--- src/rtl/assert_macros.svh ---
// Assertion macros shared by the RTL. Define NO_ASSERTIONS to drop them.
`ifndef ASSERT_MACROS_SVH
`define ASSERT_MACROS_SVH

`ifndef NO_ASSERTIONS

// Checked at every rising clock edge while reset is low.
`define SERL_ASSERT(label, clk, rst, prop) \
   label: assert property (@(posedge clk) disable iff (rst) prop) \
      else $error("assertion failed");

// Checked at every rising clock edge, reset included.
`define SERL_ASSERT_ALWAYS(label, clk, prop) \
   label: assert property (@(posedge clk) prop) \
      else $error("assertion failed");

`else

`define SERL_ASSERT(label, clk, rst, prop)
`define SERL_ASSERT_ALWAYS(label, clk, prop)

`endif

`endif

--- src/rtl/serl_pkg.sv ---
package serl_pkg;

   // Ring depth must be a power of two so that slot arithmetic wraps for free.
   localparam int DEPTH    = 64;
   localparam int IDX_W    = $clog2(DEPTH);
   localparam int CNT_W    = $clog2(DEPTH + 1);
   localparam int LIMIT_W  = 6;
   localparam logic [LIMIT_W-1:0] MAX_READ = LIMIT_W'(63);

   // Command queue between the front and back parts.
   localparam int QDEPTH   = 2;
   localparam int QIDX_W   = $clog2(QDEPTH);
   localparam int QCNT_W   = $clog2(QDEPTH + 1);

   // Configuration register indexes.
   localparam int CSR_IDX_W = 1;
   localparam logic [CSR_IDX_W-1:0] CSR_NO_VALVE   = 1'b0;
   localparam logic [CSR_IDX_W-1:0] CSR_ALL_VALVES = 1'b1;
   localparam logic [7:0] NO_VALVE_RESET   = 8'd255;
   localparam logic [7:0] ALL_VALVES_RESET = 8'd254;

   typedef enum logic [1:0] {
      OP_APPEND = 2'd0,
      OP_READ   = 2'd1,
      OP_GET    = 2'd2,
      OP_CLEAR  = 2'd3
   } op_type;

   typedef struct packed {
      logic [1:0]         func;
      logic [7:0]         ev_code;
      logic [2:0]         ev_severity;
      logic [7:0]         ev_valve;
      logic signed [31:0] ev_arg_one;
      logic signed [31:0] ev_arg_two;
      logic [31:0]        ev_epoch;
      logic [31:0]        ev_uptime;
      logic [31:0]        since_seq;
      logic [2:0]         min_severity;
      logic [7:0]         filter_valve;
      logic [5:0]         max_out;
   } req_type;

   typedef struct packed {
      logic               has_event;
      logic [31:0]        out_seq;
      logic [7:0]         out_code;
      logic [2:0]         out_severity;
      logic [7:0]         out_valve;
      logic signed [31:0] out_arg_one;
      logic signed [31:0] out_arg_two;
      logic [31:0]        out_epoch;
      logic [31:0]        out_uptime;
      logic [31:0]        next_since;
      logic [5:0]         emitted_count;
      logic               last;
   } rsp_type;

   // Decoded command handed from the front part to the back part.
   typedef struct packed {
      op_type             op;
      logic [7:0]         code;
      logic [2:0]         severity;
      logic [7:0]         valve;
      logic signed [31:0] arg_one;
      logic signed [31:0] arg_two;
      logic [31:0]        epoch;
      logic [31:0]        uptime;
      logic [31:0]        since;
      logic [2:0]         min_severity;
      logic [7:0]         filter_valve;
      logic [LIMIT_W-1:0] limit;
   } cmd_type;

   // One stored ring entry.
   typedef struct packed {
      logic [31:0]        seq;
      logic [7:0]         code;
      logic [2:0]         severity;
      logic [7:0]         valve;
      logic signed [31:0] arg_one;
      logic signed [31:0] arg_two;
      logic [31:0]        epoch;
      logic [31:0]        uptime;
   } entry_type;

   localparam int ENTRY_W = $bits(entry_type);

endpackage

--- src/rtl/serl_front.sv ---
`include "assert_macros.svh"

module serl_front (
   input  logic              clock,
   input  logic              reset,
   input  logic              req_valid,
   output logic              req_stall,
   input  serl_pkg::req_type req_word,
   output logic              cmd_valid,
   input  logic              cmd_pop,
   output serl_pkg::cmd_type cmd_word
);

   serl_pkg::cmd_type             q_ff [serl_pkg::QDEPTH];
   logic [serl_pkg::QIDX_W-1:0]   wr_ptr_ff, wr_ptr_in;
   logic [serl_pkg::QIDX_W-1:0]   rd_ptr_ff, rd_ptr_in;
   logic [serl_pkg::QCNT_W-1:0]   cnt_ff, cnt_in;
   serl_pkg::cmd_type             decoded;
   logic                          push;
   logic                          pop;

   function automatic serl_pkg::cmd_type decode(serl_pkg::req_type r);
      serl_pkg::cmd_type c;
      case (r.func)
         serl_pkg::OP_APPEND: c.op = serl_pkg::OP_APPEND;
         serl_pkg::OP_READ:   c.op = serl_pkg::OP_READ;
         serl_pkg::OP_GET:    c.op = serl_pkg::OP_GET;
         default:             c.op = serl_pkg::OP_CLEAR;
      endcase
      c.code         = r.ev_code;
      c.severity     = r.ev_severity;
      c.valve        = r.ev_valve;
      c.arg_one      = r.ev_arg_one;
      c.arg_two      = r.ev_arg_two;
      c.epoch        = r.ev_epoch;
      c.uptime       = r.ev_uptime;
      c.since        = r.since_seq;
      c.min_severity = r.min_severity;
      c.filter_valve = r.filter_valve;
      c.limit        = (r.max_out > serl_pkg::MAX_READ) ? serl_pkg::MAX_READ : r.max_out;
      return c;
   endfunction

   assign decoded   = decode(req_word);
   assign req_stall = (cnt_ff == serl_pkg::QCNT_W'(serl_pkg::QDEPTH));
   assign push      = req_valid && !req_stall;
   assign cmd_valid = (cnt_ff != '0);
   assign pop       = cmd_pop && cmd_valid;
   assign cmd_word  = q_ff[rd_ptr_ff];

   always_comb begin
      wr_ptr_in = wr_ptr_ff;
      rd_ptr_in = rd_ptr_ff;
      cnt_in    = cnt_ff;
      if (push) begin
         wr_ptr_in = wr_ptr_ff + 1'b1;
      end
      if (pop) begin
         rd_ptr_in = rd_ptr_ff + 1'b1;
      end
      if (push && !pop) begin
         cnt_in = cnt_ff + 1'b1;
      end else if (pop && !push) begin
         cnt_in = cnt_ff - 1'b1;
      end
   end

   always_ff @(posedge clock) begin
      if (reset) begin
         wr_ptr_ff <= '0;
         rd_ptr_ff <= '0;
         cnt_ff    <= '0;
      end else begin
         wr_ptr_ff <= wr_ptr_in;
         rd_ptr_ff <= rd_ptr_in;
         cnt_ff    <= cnt_in;
      end
   end

   always_ff @(posedge clock) begin
      if (push) begin
         q_ff[wr_ptr_ff] <= decoded;
      end
   end

   `SERL_ASSERT(a_cnt_bound, clock, reset, cnt_ff <= serl_pkg::QCNT_W'(serl_pkg::QDEPTH))
   `SERL_ASSERT(a_cnt_grows, clock, reset, (push && !pop) |=> (cnt_ff == $past(cnt_ff) + 1'b1))
   `SERL_ASSERT(a_pop_nonempty, clock, reset, pop |-> cnt_ff != '0)

endmodule

--- config.mk ---
export PLATFORM = sky130hd
export DESIGN_NAME = serl_front
export DESIGN_NICKNAME = d
export VERILOG_FILES = /design/src/rtl/serl_pkg.sv /design/src/rtl/serl_front.sv
export VERILOG_INCLUDE_DIRS = /design/src /design/src/rtl
export SDC_FILE = /design/constraint.sdc
export NUM_CORES = 1
export LEC_CHECK = 0
export ABC_AREA = 1
export BUFFER_PORTS_ARGS = -buffer_cell sky130_fd_sc_hd__buf_2
export CORE_MARGIN = 1.5
export CORE_UTILIZATION = 52
export CTS_CLUSTER_SIZE = 16
export DETAILED_ROUTE_END_ITERATION = 16
export PLACE_DENSITY = 0.79
export SLEW_MARGIN = 20
export SYNTH_ARGS = -nofsm -noshare
export SYNTH_HDL_FRONTEND = slang
export SYNTH_SLANG_ARGS = --single-unit
--- constraint.sdc ---
create_clock -name clock -period 13 [get_ports clock]
set_input_delay 0.65 -clock clock [delete_from_list [all_inputs] [get_ports clock]]
set_output_delay 0.65 -clock clock [all_outputs]
set_load 0.01 [all_outputs]
==> flow_summary.yaml <==
outcome:
  outcome: "finished clean"
sta:
  holdWs_ps: 323.7
  max_freq_mhz: 208.8
  fin_crit_sh_pct: 36.83
  finalHoldViolations: 0
  slew_viol_final: 0
  max-slew-margin-rel_pct: 25.45
  fin_setup_tns_ps: 0
  clock-skew-final_ps: 16.66
  tightest_slew_ps: 1118
  setup_viol: 0
  fin_crit_ps: 4788
  rsz0062_at_grt: "false"
layout:
  nNetsFinal: 1286
  final_util_pct: 65.99
  finalNonFillerCells: 1497
  fillers: 1931
  drive_gt1_share_pct: 59.23
  syn2layout_area_growth_pct: 23.78
power:
  switching_share_pct: 26.02
  vdd_drop_max_uv: 155.5
  p_leak_nw: 7.107
  power_frac_comb_pct: 22.5
  power.share.clock_pct: 29.8
  p_sw_mw: 0.9297
  p_per_area_mw_per_mm2: 192.8
  intPower_mw: 2.644
  p_seq_share_pct: 47.7
grt:
  grt_pass1_vias: 7989
  grt_max_degree: 87
  grtUsageTotal_pct: 19.44
  grt_pass1_wl_mm: 44.62
  antenna_found_initial: 10
  grt-ovfl-total: 0
detailed_routing:
  via_per_inst: 5.077
  ant_nets: 0
  first_iter_violations: 549
  drc: 0
  vias: 7601
  drt_wl_total_mm: 29.79
  firstDrtPassIters: 4
  wl_per_cell_um: 19.90
setup_path:
  endpoint_kind: "output port"
  arrival_ps: 4140
  start_kind: "register"
  worstPathMaxFanout: 75
  worstPathRequired_ps: 12350
  critical_path_class: "register to output port"
floorplan:
  row_count: 61
  initial_core_util_pct: 53.31
  core_area_mm2: 0.02809
  top_level_ports: 402
  die_area_mm2: 0.02982
  die_h_um: 172.7
  chipWidth_um: 172.7
logic_synthesis:
  synthCells: 661
  yosysMostFrequentCell: "edfxtp_1"
  synth_top_area_cell: "edfxtp_1"
  syn_area_per_cell_um2: 22.65
  synth_area_leaders: "edfxtp_1, mux2_4, mux2_2"
  ys.warnings.count: 0
  ys_seq_area_share_pct: 80.08
  yosysTopAreaCellShare_pct: 79.41
  netlist_area_mm2: 0.01497
  synth_commonest_cells: "edfxtp_1, mux2_4, mux2_2"
  synth_edf_count: 396
  synthArstFlopShare_pct: 0
  ys.flop_type: "edfxtp_1"
  synth_nets: 864
  synth.distinct_cells: 15
  synth.ff_latch_count: 401
clock_tree:
  clock-sinks: 401
  cts-resized-gates: 0
  path_clk_slew_ps: 60
  cts-htree-levels: 2
  cts_buffers: 41
  clk_latency_ps: 510
  cts.path.max_buffers: 3
  cts_tree: "yes"
  clock-root-buffer: "clkbuf_16"
  ctsHoldBuffers: 0
  post_cts_buffers: 0
place:
  place_congestion: 0.7443
  place_inst: 1418
  post-dp-hpwl_mm: 19.87
  io_buffer_count: 401
flow_run:
  maxCapViolCount: 0
min_path:
  hold_class: "input pin to register"
## layer usage
layer / up-vias / global-route usage (%) / part of all wire [%]
met2: 335 / 33.20 / 51
met5: - / 0 / 0.067
met1: 3728 / 22.75 / 37
li1: 3468 / - / -
met3: 66 / 6.508 / 9.2
met4: 4 / 7.681 / 2.9
## worst paths after layout
path | from | endpoint | slack [ps] | depth (start not counted)
hold / removal | req_word[35] | q_ff[1][35] | 320 | 1
setup / recovery | register | cmd_word[194] | 8210 | 4
hold reg to reg | rd_ptr_ff | rd_ptr_ff | 510 | 2
setup reg to reg | cnt_ff[1] | q_ff[0][159] | 10180 | 5
## through the flow
step / instance area [um2] / worst slack, ps / total power, mW
final: 18540 / 8212 / 3.574
after global routing: 18530 / 7935 / 3.723
after CTS: 18520 / 8109 / 3.615
after detailed placement: 17310 / 8675 / 2.545
after global placement: 17300 / 8652 / 2.524
after floorplan: 14970 / 3227 / 2.305
## cell families after synthesis
group           share of synthesized area [%]
flops                                   80.08
mux                                     17.42
buf+inv                                 1.763
simple gates                           0.4847
compound gates                         0.1671
fa+ha+maj                             0.08354
## placed cells by master, fill, tap and decap left out, types with 7 or more instances in the layout
cell / instances
mux2_2: 97
mux2_4: 101
edfxtp_1: 396
buf_2: 401
clkinv_1: 11
clkbuf_16: 41
diode_2: 8
nand2_1: 7
clkbuf_1: 12
inv_1: 8
## state kept, by name (all words and copies together), names as in the netlist, named ones only
name       count
cnt_ff         2
q_ff         396
rd_ptr_ff      1
wr_ptr_ff      1
## critical path: stages (launching register included)
cell	delay (ps)
dfxtp_4	990
buf_4	960
buf_4	950
mux2_2	420
buf_2	140
## final cells by class
| cell class | count | area [um2] | area share (%) |
|---|---|---|---|
| sequential | 401 | 12000 | 64.72 |
| multi-input combinational | 222 | 2734 | 14.75 |
| timing repair buffer | 409 | 2074 | 11.19 |
| clock buffer | 53 | 1071 | 5.778 |
| tap | 378 | 473.0 | 2.552 |
| clock inverter | 18 | 137.6 | 0.7425 |
| inverter | 8 | 30.03 | 0.1620 |
| antenna | 8 | 20.02 | 0.1080 |
## power by group through the flow
stage                     clock network [mW]  logic (mW)  registers [mW]
after CTS                               1.09       0.817            1.71
after global placement                     0       0.804            1.72
after floorplan                            0       0.552            1.75
after detailed placement                   0       0.813            1.73
final                                   1.07       0.805            1.70
after global routing                    1.14       0.860            1.72
Power figures use the tool's default switching activity.
